--- src/hw/rtl/apjs_pkg.sv ---
// package for the aging priority job scheduler
// shared constants, entry and control types; no dependencies
`default_nettype none
package apjs_pkg;

    localparam int NUM_LEVELS  = 3;
    localparam int LEVEL_DEPTH = 64;
    localparam int LEVEL_AW    = 6;
    localparam int LEVEL_CW    = 7;
    localparam int READY_DEPTH = 16;
    localparam int READY_IW    = 4;
    localparam int READY_CW    = 5;
    localparam int PRIO_W      = 8;
    localparam int PRIO_MAX    = 255;
    localparam int ID_W        = 16;
    localparam int SIZE_W      = 3;
    localparam int AGE_W       = 4;

    localparam logic CFG_READY_CAPACITY = 1'b0;
    localparam logic CFG_AGING_PERIOD   = 1'b1;

    typedef struct packed {
        logic [ID_W-1:0]   id;
        logic [SIZE_W-1:0] size;
        logic [PRIO_W-1:0] prio;
        logic [AGE_W-1:0]  age;
    } entry_t;

    typedef struct packed {
        logic [ID_W-1:0]   id;
        logic [SIZE_W-1:0] size;
    } fifo_word_t;

    typedef enum logic [1:0] {
        CELL_HOLD,
        CELL_LOAD,
        CELL_UPDATE
    } cell_op_t;

    typedef struct packed {
        cell_op_t            op;
        logic [READY_IW-1:0] load_pos;
        entry_t              load_entry;
        logic [READY_IW-1:0] best;
        logic                finish;
        logic [AGE_W-1:0]    period_m1;
    } cell_ctrl_t;

    typedef enum logic [2:0] {
        S_IDLE,
        S_REFILL_RD,
        S_REFILL_WR,
        S_SCAN,
        S_SERVE,
        S_DONE
    } state_t;

endpackage
`default_nettype wire

--- src/hw/rtl/apjs_cell.sv ---
// one ready-queue cell: holds one job, shifts from its upper neighbor on removal
// depends on apjs_pkg
`default_nettype none
module apjs_cell (
    input  wire logic                          clk,
    input  wire logic                          rst_n,
    input  wire logic [apjs_pkg::READY_IW-1:0] pos,
    input  wire apjs_pkg::cell_ctrl_t          ctrl,
    input  wire apjs_pkg::entry_t              nbr_entry,
    input  wire logic                          nbr_valid,
    output apjs_pkg::entry_t                   entry,
    output logic                               valid
);
    apjs_pkg::entry_t entry_reg, entry_next, src;
    logic valid_reg, valid_next, src_valid, shift;

    assign entry = entry_reg;
    assign valid = valid_reg;

    always_comb
    begin
        shift      = ctrl.finish && (pos >= ctrl.best);
        src        = shift ? nbr_entry : entry_reg;
        src_valid  = shift ? nbr_valid : valid_reg;
        entry_next = entry_reg;
        valid_next = valid_reg;
        unique case (ctrl.op)
            apjs_pkg::CELL_LOAD:
            begin
                if (pos == ctrl.load_pos)
                begin
                    entry_next = ctrl.load_entry;
                    valid_next = 1'b1;
                end
            end
            apjs_pkg::CELL_UPDATE:
            begin
                entry_next = src;
                valid_next = src_valid;
                if (!ctrl.finish && pos == ctrl.best)
                begin
                    entry_next.size = src.size - 1'b1;
                end
                // aging of every job still ready
                if (src.age >= ctrl.period_m1)
                begin
                    entry_next.age = '0;
                    if (src.prio != apjs_pkg::PRIO_W'(apjs_pkg::PRIO_MAX))
                    begin
                        entry_next.prio = src.prio + 1'b1;
                    end
                end
                else
                begin
                    entry_next.age = src.age + 1'b1;
                end
            end
            default:
            begin
            end
        endcase
    end

    always_ff @(posedge clk)
    begin
        entry_reg <= entry_next;
    end

    always_ff @(posedge clk or negedge rst_n)
    begin
        if (!rst_n)
        begin
            valid_reg <= 1'b0;
        end
        else
        begin
            valid_reg <= valid_next;
        end
    end
endmodule
`default_nettype wire

--- config.mk ---
export PLATFORM = sky130hd
export DESIGN_NAME = apjs_cell
export DESIGN_NICKNAME = d
export VERILOG_FILES = /design/src/hw/rtl/apjs_pkg.sv /design/src/hw/rtl/apjs_cell.sv
export SDC_FILE = /design/constraint.sdc
export NUM_CORES = 1
export LEC_CHECK = 0
export BUFFER_PORTS_ARGS = -buffer_cell sky130_fd_sc_hd__buf_2
export CAP_MARGIN = 25
export CORE_MARGIN = 1.5
export CORE_UTILIZATION = 42
export CTS_CLUSTER_DIAMETER = 100
export DETAILED_ROUTE_END_ITERATION = 8
export PLACE_DENSITY = 0.78
export SYNTH_ARGS = -nofsm -noshare
export SYNTH_HDL_FRONTEND = slang
export SYNTH_SLANG_ARGS = --single-unit
--- constraint.sdc ---
create_clock -name clk -period 2.08 [get_ports clk]
set_input_delay 0.416 -clock clk [delete_from_list [all_inputs] [get_ports clk]]
set_output_delay 0.416 -clock clk [all_outputs]
set_load 0.01 [all_outputs]
; ---- Word-level counts from Yosys, hierarchy flattened
; Index checks and enable logic that the tools add are counted.
[word_totals]
regBits = 32
latchBits = 0
wordCells = 33
ramBits = 0
in_bits = 84
output_inout_bits = 32
mem_bits_ro = 0
n_memories = 0
[classes]
n_reduce_logical = 6
magnitude_cmp = 2
bitwise = 0
add_sub_neg = 3
n_eq_ne = 7
multipliers = 0
shifts = 0
muxes = 10
n_div = 0
[ops]
columns = op, count
row1 = $mux W31, 2
row2 = $pmux W31 S2, 1
row3 = $mux W8, 2
row4 = $add A8 B1 Y8 const B, 1
row5 = $eq A4 B4 Y1, 2
row6 = $ge A4 B4 Y1, 2
row7 = $ne A8 B8 Y1 const B, 1
row8 = $add A4 B1 Y4 const B, 1
row9 = $mux W4, 1
row10 = $ne A2 B2 Y1 const B, 2
row11 = $mux W3, 1
row12 = $reduce_and A3 Y1, 1
row13 = $sub A3 B1 Y3 const B, 1
row14 = $eq A2 B1 Y1 const B, 1
row15 = $eq A2 B2 Y1 const B, 1
row16 = $logic_and A1 B1 Y1, 2
row17 = $mux W1, 2
row18 = $pmux W1 S2, 1
row19 = $reduce_and A2 Y1, 1
row20 = $reduce_bool A2 Y1, 1
row21 = $logic_not A1 Y1, 1

; ---- Longest topological paths before layout
; Gate-level depths: netlist of run 1.
[logic_depth]
word_depth = 7
ltp_mapped = 15
depth_no_buf = 13

; ---- Worst setup path after synthesis of run 1
; Ideal clock, no wire load.
[synth_path]
path_type = in2reg
start = input port ctrl[7] in the netlist's numbering
end = register entry_reg, in the netlist entry[9], data pin
setup_ns = 0.255
required_ns = 1.825
n_path_buf = 1
arrival_ns = 3.143
setup_slack_ns = -1.318
stages = 14
path_cell_list = inv_1 ha_1 o21a_1 o21a_1 nand2_1 buf_4 mux2i_1 ha_1 nand2b_1 a2111o_1 nand2_1 a21oi_1 a31o_1 a31o_1
[synth_rtl]
columns = element, line_no
row1 = "start, declared", apjs_cell.sv:8  ; input wire apjs_pkg::cell_ctrl_t ctrl,
row2 = "end signal, assigned", apjs_cell.sv:66  ; entry_reg <= entry_next;
row3 = "end, declared", apjs_cell.sv:14  ; apjs_pkg::entry_t entry_reg, entry_next, src;

==> results of run 1 <==
## power groups by stage
stage                     logic [W]  registers (W)  clock network, W
after floorplan            0.000283       0.000817                 0
after global placement     0.000554       0.000794                 0
after detailed placement   0.000568       0.000796                 0
after CTS                  0.000670       0.000782          0.000610
after global routing       0.000841       0.000788          0.000625
final                      0.000785       0.000784          0.000598
## worst paths after layout
| check | start | endpoint | slack (ns) | cells after the start |
|---|---|---|---|---|
| worst min register to register | valid | valid | 0.50 | 1 |
| worst min-delay path | nbr_valid | valid | 0.37 | 2 |
| max in group asynchronous | rst_n | valid | 1.58 | 2 |
| worst max register to register | entry[0] | entry[9] | -0.30 | 8 |
| worst max-delay path | ctrl[8] | entry[9] | -0.90 | 16 |
| min in group asynchronous | rst_n | valid | 0.42 | 2 |
## metrics by stage
step | TNS, ns | instances | utilization [%] | hold WS (ns)
2_1_floorplan | -12.26 | 242 | - | 0.120
3_3_place_gp | -22.21 | 447 | 62.2 | 0.191
3_5_place_dp | -24.45 | 447 | 62.2 | 0.191
4_1_cts | -8.29 | 470 | 69.7 | 0.371
5_1_grt | -10.61 | 478 | 74.0 | 0.390
6_report | -9.43 | 478 | 74.0 | 0.372
## layer usage
layer	track usage [%]	up-vias	part of all wire [%]
li1	-	1219	-
met1	31.0	1224	38
met2	47.6	174	51
met3	5.24	32	8.1
met4	9.26	0	3.3
met5	0	-	0
## what timing repair did
item,CTS,global route
pin swaps,18,10
cloned,1,0
setup endpoints to repair,32,31
endpoints found under the hold margin,1,0
setup buffers,14,9
gates resized for setup,29,32
hold buffers,1,0
## cell usage after synthesis, types with 2 or more instances
library cell,number
nand4_1,4
o211ai_1,5
o21a_1,2
clkbuf_1,9
o21ai_1,7
edfxtp_1,31
a211oi_1,2
nand2_1,51
mux2i_1,10
nand2b_1,3
and2_1,4
and3_1,5
a31o_1,2
a22o_1,3
nor2b_1,3
xnor2_1,3
xor2_1,5
inv_1,11
mux2_2,6
nand3_1,13
a21oi_1,2
ha_1,11
o31ai_1,3
o21ai_0,22
nor2_1,4
## layout make-up
| cell class | count | area (um2) | area share [%] |
|---|---|---|---|
| multi-input combinational | 189 | 1500 | 39.3 |
| timing repair buffer | 168 | 1110 | 29.0 |
| sequential | 32 | 956 | 25.0 |
| tap | 70 | 87.6 | 2.29 |
| clock buffer | 5 | 68.8 | 1.80 |
| inverter | 11 | 56.3 | 1.47 |
| clock inverter | 3 | 42.5 | 1.11 |
## worst reg2reg max path, delay by kind of cell (launching register included)
kind | cells | cell delay (ns)
compound gates | 4 | 0.95
fa+ha+maj | 1 | 0.26
flops | 1 | 0.44
mux | 1 | 0.20
simple gates | 2 | 0.29
## cells by family after synthesis
| group | Yosys count |
|---|---|
| and+or+nand+nor | 95 |
| adders and majority gates | 11 |
| DFF | 32 |
| muxes | 17 |
| buffers and inverters | 21 |
| xor gates and xnor gates | 8 |
| AOI/OAI and AO/OA | 58 |
==> impl_metrics.tcl, run 1 <==
set metrics [dict create \
    drive_above_1_share_pct 55.1 \
    synth_flop_cell "edfxtp_1" \
    cts_root_buffer "clkbuf_8" \
    outcome "finished, violations left" \
    die_w_um 76.7 \
    wl_per_cell_um 17.5 \
    synth_top_area_cell "edfxtp_1" \
    seq_power_share_pct 36.2 \
    grt_antenna_before_repair 0 \
    diodes 0 \
    pre_cts_slack_ns -1.16 \
    crit_chain "buf_6, inv_4, ha_4, o21a_1, buf_6, o21ai_4, nor2_4, mux2_4, ha_1, o21ai_0, nand2b_1, buf_4, nand2_2, a21oi_4, nand4_1, a31o_1" \
    relSlewSlack_pct 69.7 \
    area_delta_synth_final_pct 67.7 \
    via_per_inst 5.54 \
    synthTopCellsByArea "edfxtp_1, nand2_1, ha_1, o21ai_0, mux2i_1" \
    gp_congestion 0.925 \
    cp_max_fo 4 \
    synth-simple-area-share_pct 20.0 \
    htreeDepth 2 \
    synth_nets 337 \
    synth_edf_count 31 \
    rsz0062_at_grt "true" \
    slowest_stage "mux2_4" \
    first_global_vias 2543 \
    final_common_cell "buf_2" \
    crit_top_cell "buf_6" \
    drc 0 \
    cts_inserted_buffers 5 \
    ys_types 46 \
    grt-ovfl-total 0 \
    finalInstanceArea_mm2 0.00383 \
    async_flop_share_pct 3.13 \
    p_sw_share_pct 29.6 \
    synth_top_area_share_pct 40.8 \
    finalClockSkew_ns 0.00438 \
    synth-compound-area-share_pct 17.4 \
    cts_max_path_buffers 2 \
    ios 116 \
    place_area_mm2 0.00322 \
    crit_path_max_incr_delay_ns 0.34 \
    synthAdderAreaFrac_pct 6.03 \
    fin_ws_ns -0.904 \
    slew_violations 0 \
    critical_path_arrival_ns 3.02 \
    synth_top_family_by_area "simple AND/OR/NAND/NOR gates" \
    grt_pass1_wl_mm 12.2 \
    core_mm2 0.00517 \
    setup_violations 15 \
    switching_power_w 0.000642 \
    io_buffers 115 \
    largest_reg_flops 31 \
    postSynthAreaPerCell_um2 9.43 \
    synthesis.instances 242 \
    design_power_total_w 0.00217 \
    cp_top_family "compound AO/OA/AOI/OAI gates" \
    ir_drop_uv 305 \
    violations "negative setup slack" \
    critPathLaunchType "input pin" \
    period_share_pct 143 \
    fin_crit_ns 2.98 \
    ys_warn_count 0 \
    final_cell_mix "buf_2, nand2_1, buf_4" \
    clock-sinks 32 \
    worst_slew_pin_slew_ns 0.452 \
    hold_viol 0 \
    endpoint_kind "flop" \
    dieArea_mm2 0.00589 \
    track_usage_pct 26.4 \
    crit_buf_inv 4 \
    cts_tree "done" \
    vias 2649 \
    wl_mm 8.38 \
    worst-setup-path-type "in -> reg" \
    p_comb_share_pct 36.2 \
    clock.fmax_mhz 335 \
    synth-seq-cells 32 \
    synth-xor-area-share_pct 3.07 \
    place_hpwl_mm 5.19 \
    drtIter0Drc 220 \
    seq_area_frac_synth_pct 41.9 \
    grt_max_degree 29 \
    synth_mux_area_share_pct 8.00 \
    pwr-share-clk_pct 27.6 \
    ant_nets 0 \
    clk_transition_reported_paths_ns 0.07 \
    cp.required_ns 2.12 \
    rows 26 \
    final_nets 502 \
    p_int_w 0.00153 \
    syn_area_mm2 0.00228 \
    pwr_density_cell_mw_per_mm2 566 \
    maxCapViolations 0 \
    p_leak_nw 1.74 \
    first_pass_iters 6 \
    fillers 346 \
    start_util_pct 44.1 \
    die_h_um 76.7 \
    insertion_delay_ns 0.29 \
    hp-class "in -> reg" \
]
(Power assumes the default switching activity.)
==> inputs of run 2 (changes only) <==
--- a/config.mk
+++ b/config.mk
@@ -11,7 +11,8 @@
 export CORE_UTILIZATION = 42
 export CTS_CLUSTER_DIAMETER = 100
 export DETAILED_ROUTE_END_ITERATION = 8
-export PLACE_DENSITY = 0.78
+export PLACE_DENSITY = 0.86
+export SETUP_SLACK_MARGIN = 0.4
 export SYNTH_ARGS = -nofsm -noshare
 export SYNTH_HDL_FRONTEND = slang
 export SYNTH_SLANG_ARGS = --single-unit
==> run 2 against run 1 <==
  * The flow still finishes with violations (negative setup slack)
  * Clock skew up 0.0072 ns
  * Utilization increased by 3.3 points
  * First-iteration DRC count rose by 38%
  * Sequential power about the same
  * Routed wire length grew 17%
  * Non-clock buffer count is 3 higher
  * Maximum frequency is 1.6% lower
  * Largest power group unchanged
  * Highest routed layer unchanged
==> impl_metrics.tcl, run 2 (same netlist as run 1, synthesis figures left out) <==
set metrics [dict create \
    outcome "finished, violations left" \
    violations "negative setup slack" \
    htreeDepth 2 \
    seq_power_share_pct 34.6 \
    first_pass_iters 9 \
    vias 2854 \
    dieArea_mm2 0.00589 \
    critical_path_arrival_ns 3.15 \
    finalClockSkew_ns 0.0116 \
    ff2ff_path_depth 9 \
    worst_slew_pin_slew_ns 0.502 \
    pwr-share-clk_pct 28.2 \
    cp.required_ns 2.20 \
    setup_violations 32 \
    die_w_um 76.7 \
    clk_transition_reported_paths_ns 0.08 \
    final_nets 505 \
    met1_usage_pct 29.3 \
    finalInstanceArea_mm2 0.00400 \
    cts_root_buffer "clkbuf_8" \
    ios 116 \
    io_buffers 115 \
    grt-ovfl-total 0 \
    worst-setup-path-type "in -> reg" \
    via_per_inst 5.93 \
    place_area_mm2 0.00323 \
    hold_viol 0 \
    wl_mm 9.83 \
    endpoint_kind "flop" \
    slew_violations 0 \
    hp-class "in -> reg" \
    area_delta_synth_final_pct 75.2 \
    dp_cells 449 \
    p_sw_share_pct 31.9 \
    grt_antenna_before_repair 0 \
    critPathLaunchType "input pin" \
    wl_per_cell_um 20.4 \
    fin_ws_ns -0.953 \
    drtIter0Drc 303 \
    relSlewSlack_pct 66.2 \
    cts_tree "done" \
    maxCapViolations 0 \
    gp_congestion 1.05 \
    start_util_pct 44.1 \
    core_mm2 0.00517 \
    first_global_vias 2658 \
    hold_depth 2 \
    clock-sinks 32 \
    period_share_pct 146 \
    largest_reg_flops 31 \
    grt_busiest_layer "met2" \
    clock.fmax_mhz 330 \
    cts_max_path_buffers 2 \
    fin_crit_ns 3.03 \
    switching_power_w 0.000724 \
    ant_nets 0 \
    pwr_density_cell_mw_per_mm2 568 \
    cts_inserted_buffers 5 \
    final_core_util_pct 77.3 \
    p_leak_nw 1.78 \
    grt_pass1_wl_mm 12.3 \
    met3_usage_pct 5.60 \
    p_comb_share_pct 37.3 \
    grtUsageMet2_pct 48.3 \
    p_int_w 0.00155 \
    final_common_cell "buf_2" \
    rows 26 \
    drc 0 \
    rsz0062_at_grt "true" \
    diodes 0 \
    place_hpwl_mm 5.37 \
    track_usage_pct 26.9 \
    instances_no_fill 481 \
    cp_max_fo 4 \
    insertion_delay_ns 0.32 \
    grt_max_degree 31 \
    drive_above_1_share_pct 61.1 \
    ir_drop_uv 289 \
    die_h_um 76.7 \
    final_cell_mix "buf_2, nand2_1, buf_4" \
    finalSetupTns_ns -12.19 \
]
## run 2: changes by cell type in the layout (fill, tap and decap cells not counted), sizes merged
cell    before  now
buf        166  168
bufbuf       1    0
clkbuf       5    7
## run 2: area by class of cell
cell class                      count  area, um2
Multi-Input combinational cell    189       1620
Fill cell                         299       1170
Timing Repair Buffer              171       1170
Sequential cell                    32        956
Tap cell                           70       87.6
Clock buffer                        5       68.8
Inverter                           11       53.8
Clock inverter                      3       42.5
## run 2: worst max-delay path, stage by stage
cell and delay (ns):
buf_12 0.11, inv_12 0.04, ha_4 0.18, o21a_1 0.19
o21a_1 0.21, nand2_2 0.10, mux2i_2 0.24, ha_1 0.27
nand2b_4 0.13, a2111o_1 0.45, nand3_2 0.16, a21oi_2 0.06
buf_4 0.16, nor4b_4 0.12, o31ai_1 0.30
## run 2: repair_timing
item,4_1_cts,5_1_grt
resized for setup,18,88
pin swaps,12,31
endpoints found under the setup margin,48,63
endpoints found under the hold margin,1,0
setup buffers,6,14
hold buffers,1,0
gates cloned,1,2
## run 2: final timing paths
kind,startpoint,endpoint,slack (ns)
max,ctrl[7],entry[10],-0.95
min,nbr_valid,valid,0.35
max reg2reg,entry[0],entry[10],-0.37
min reg2reg,valid,valid,0.51
max in group asynchronous,rst_n,valid,1.60
min in group asynchronous,rst_n,valid,0.40
## run 2: metrics by stage
stage / hold slack [ns] / power [W] / setup WS [ns]
2_1_floorplan: 0.120 / 0.00110 / -1.12
3_3_place_gp: 0.191 / 0.00134 / -1.13
3_5_place_dp: 0.193 / 0.00136 / -1.20
4_1_cts: 0.370 / 0.00202 / -0.818
5_1_grt: 0.379 / 0.00234 / -1.03
6_report: 0.352 / 0.00227 / -0.953
## run 2: routing by layer
layer	routed length, um	vias to the layer above
li1	-	1226
met1	3310	1306
met2	4840	240
met3	1020	82
met4	661	0
met5	0	-
## run 2: power groups by stage
stage	clock network [W]	registers [W]	logic [W]
floorplan	0	0.000816	0.000284
finish	0.000639	0.000785	0.000847
CTS	0.000607	0.000782	0.000630
global route	0.000650	0.000789	0.000898
detailed placement	0	0.000795	0.000567
global placement	0	0.000793	0.000548
==> inputs of run 3 (changes only) <==
--- a/config.mk
+++ b/config.mk
@@ -8,10 +8,10 @@
 export BUFFER_PORTS_ARGS = -buffer_cell sky130_fd_sc_hd__buf_2
 export CAP_MARGIN = 25
 export CORE_MARGIN = 1.5
-export CORE_UTILIZATION = 42
+export CORE_UTILIZATION = 40
 export CTS_CLUSTER_DIAMETER = 100
 export DETAILED_ROUTE_END_ITERATION = 8
-export PLACE_DENSITY = 0.86
+export PLACE_DENSITY = 0.83
 export SETUP_SLACK_MARGIN = 0.4
 export SYNTH_ARGS = -nofsm -noshare
 export SYNTH_HDL_FRONTEND = slang
==> run 3 against run 2 <==
  * The run still ends with negative setup slack left
  * First-iteration DRC count shrank 56%
  * Utilization shrank 2.2 points
  * Die area grew 4.8%
  * Final cell count grew 2.7%
  * Critical path type unchanged
  * Largest power group unchanged
==> impl_metrics.tcl, run 3 (same netlist as run 1, synthesis figures left out) <==
set metrics [dict create \
    drtIter0Drc 132 \
    cp.required_ns 2.13 \
    finalInstanceArea_mm2 0.00413 \
    cp_max_fo 4 \
    grt-ovfl-total 0 \
    cts_max_path_buffers 2 \
    insertion_delay_ns 0.29 \
    fin_crit_ns 3.01 \
    first_pass_iters 4 \
    wl_per_cell_um 17.5 \
    vias 2740 \
    endpoint_kind "flop" \
    rsz0062_at_grt "true" \
    final_nets 516 \
    maxCapViolations 0 \
    drive_above_1_share_pct 61.6 \
    period_share_pct 145 \
    cts_inserted_buffers 5 \
    worst_slew_pin_slew_ns 0.419 \
    fillers 350 \
    critPathLaunchType "input pin" \
    p_sw_share_pct 30.2 \
    die_h_um 78.5 \
    core_mm2 0.00551 \
    start_util_pct 41.4 \
    ant_nets 0 \
    relSlewSlack_pct 71.8 \
    ir_drop_uv 325 \
    switching_power_w 0.000687 \
    final_common_cell "buf_2" \
    crit_chain "buf_8, inv_12, ha_4, o21a_1, o21a_1, nand2_2, mux2i_2, ha_1, nand2b_4, a2111o_1, nand2_2, a21oi_4, a31o_1, a31o_1" \
    grt_antenna_before_repair 0 \
    dp_cells 455 \
    p_comb_share_pct 39.1 \
    via_per_inst 5.55 \
    dieArea_mm2 0.00617 \
    finalClockSkew_ns 0.0127 \
    instances_no_fill 494 \
    area_delta_synth_final_pct 81.1 \
    slowest_stage "a2111o_1" \
    pwr-share-clk_pct 26.3 \
    diodes 0 \
    ios 116 \
    p_leak_nw 1.84 \
    wl_mm 8.63 \
    grt_pass1_wl_mm 12.2 \
    hold_viol 0 \
    seq_power_share_pct 34.5 \
    worst-setup-path-type "in -> reg" \
    place_area_mm2 0.00325 \
    clk_transition_reported_paths_ns 0.07 \
    pre_cts_slack_ns -1.19 \
    slew_violations 0 \
    track_usage_pct 25.4 \
    htreeDepth 2 \
    setup_violations 31 \
    grt_max_degree 24 \
    cts_tree "done" \
    outcome "finished, violations left" \
    place_hpwl_mm 5.29 \
    clock.fmax_mhz 332 \
    violations "negative setup slack" \
    critical_path_arrival_ns 3.05 \
    fin_ws_ns -0.928 \
    die_w_um 78.5 \
    clock-sinks 32 \
    p_int_w 0.00158 \
    drc 0 \
    final_cell_mix "buf_2, nand2_1, buf_4" \
    cts_root_buffer "clkbuf_8" \
    pwr_density_cell_mw_per_mm2 549 \
    final_core_util_pct 75.1 \
    hp-class "in -> reg" \
    gp_congestion 0.926 \
    crit_path_max_incr_delay_ns 0.44 \
    first_global_vias 2548 \
    rows 27 \
    io_buffers 115 \
    largest_reg_flops 31 \
]
-- run 3: cell types whose count changed in the layout (fill, tap and decap cells not counted), sizes merged --
cell | previous run | this run
clkinv | 1 | 2
buf | 168 | 180
clkbuf | 7 | 6
clkinvlp | 1 | 0
-- run 3: final timing paths --
path	slack (ns)	start	cells past startpoint	end
setup reg to reg	-0.30	entry[0]	8	entry[9]
hold reg to reg	0.52	valid	1	valid
max in group asynchronous	1.55	rst_n	2	valid
min in group asynchronous	0.44	rst_n	2	valid
setup / recovery	-0.93	ctrl[7]	14	entry[9]
hold / removal	0.38	nbr_valid	2	valid
-- run 3: area by class of cell --
class,instances,area [um2],area share [%]
Sequential cell,32,956,23.1
Timing Repair Buffer,182,1310,31.7
Tap cell,72,90.1,2.18
Clock buffer,5,68.8,1.66
Clock inverter,3,37.5,0.908
Multi-Input combinational cell,189,1620,39.2
Inverter,11,53.8,1.30
-- run 3: critical path, delay by kind of cell --
kind	cells	cell delay (ns)
mux	1	0.25
simple gates	3	0.43
fa+ha+maj	2	0.47
compound gates	6	1.35
buf+inv	2	0.15
-- run 3: power groups by stage --
stage | registers, W | clock network (W) | logic (W)
floorplan | 0.000816 | 0 | 0.000284
detailed placement | 0.000796 | 0 | 0.000571
global placement | 0.000794 | 0 | 0.000553
finish | 0.000784 | 0.000598 | 0.000889
global route | 0.000788 | 0.000626 | 0.000945
CTS | 0.000783 | 0.000599 | 0.000701
-- run 3: metal layers --
layer,vias up,GRT usage (%),routed length (um)
li1,1250,-,-
met1,1301,28.8,3290
met2,161,47.1,4530
met3,28,6.28,595
met4,0,6.79,215
met5,-,0,0
-- run 3: through the flow --
step / total power (W) / setup TNS, ns / hold slack [ns]
floorplan: 0.00110 / -12.26 / 0.120
global placement: 0.00135 / -21.03 / 0.192
detailed placement: 0.00137 / -21.94 / 0.192
CTS: 0.00208 / -8.77 / 0.379
global route: 0.00236 / -13.51 / 0.373
finish: 0.00227 / -11.96 / 0.381
-- run 3: what timing repair did --
item | CTS | global route
hold endpoints to repair | 1 | 0
cloned | 3 | 1
endpoints found under the setup margin | 48 | 48
pin swaps | 20 | 35
gates resized for setup | 45 | 70
buffers inserted | 14 | 12
hold buffers | 1 | 0
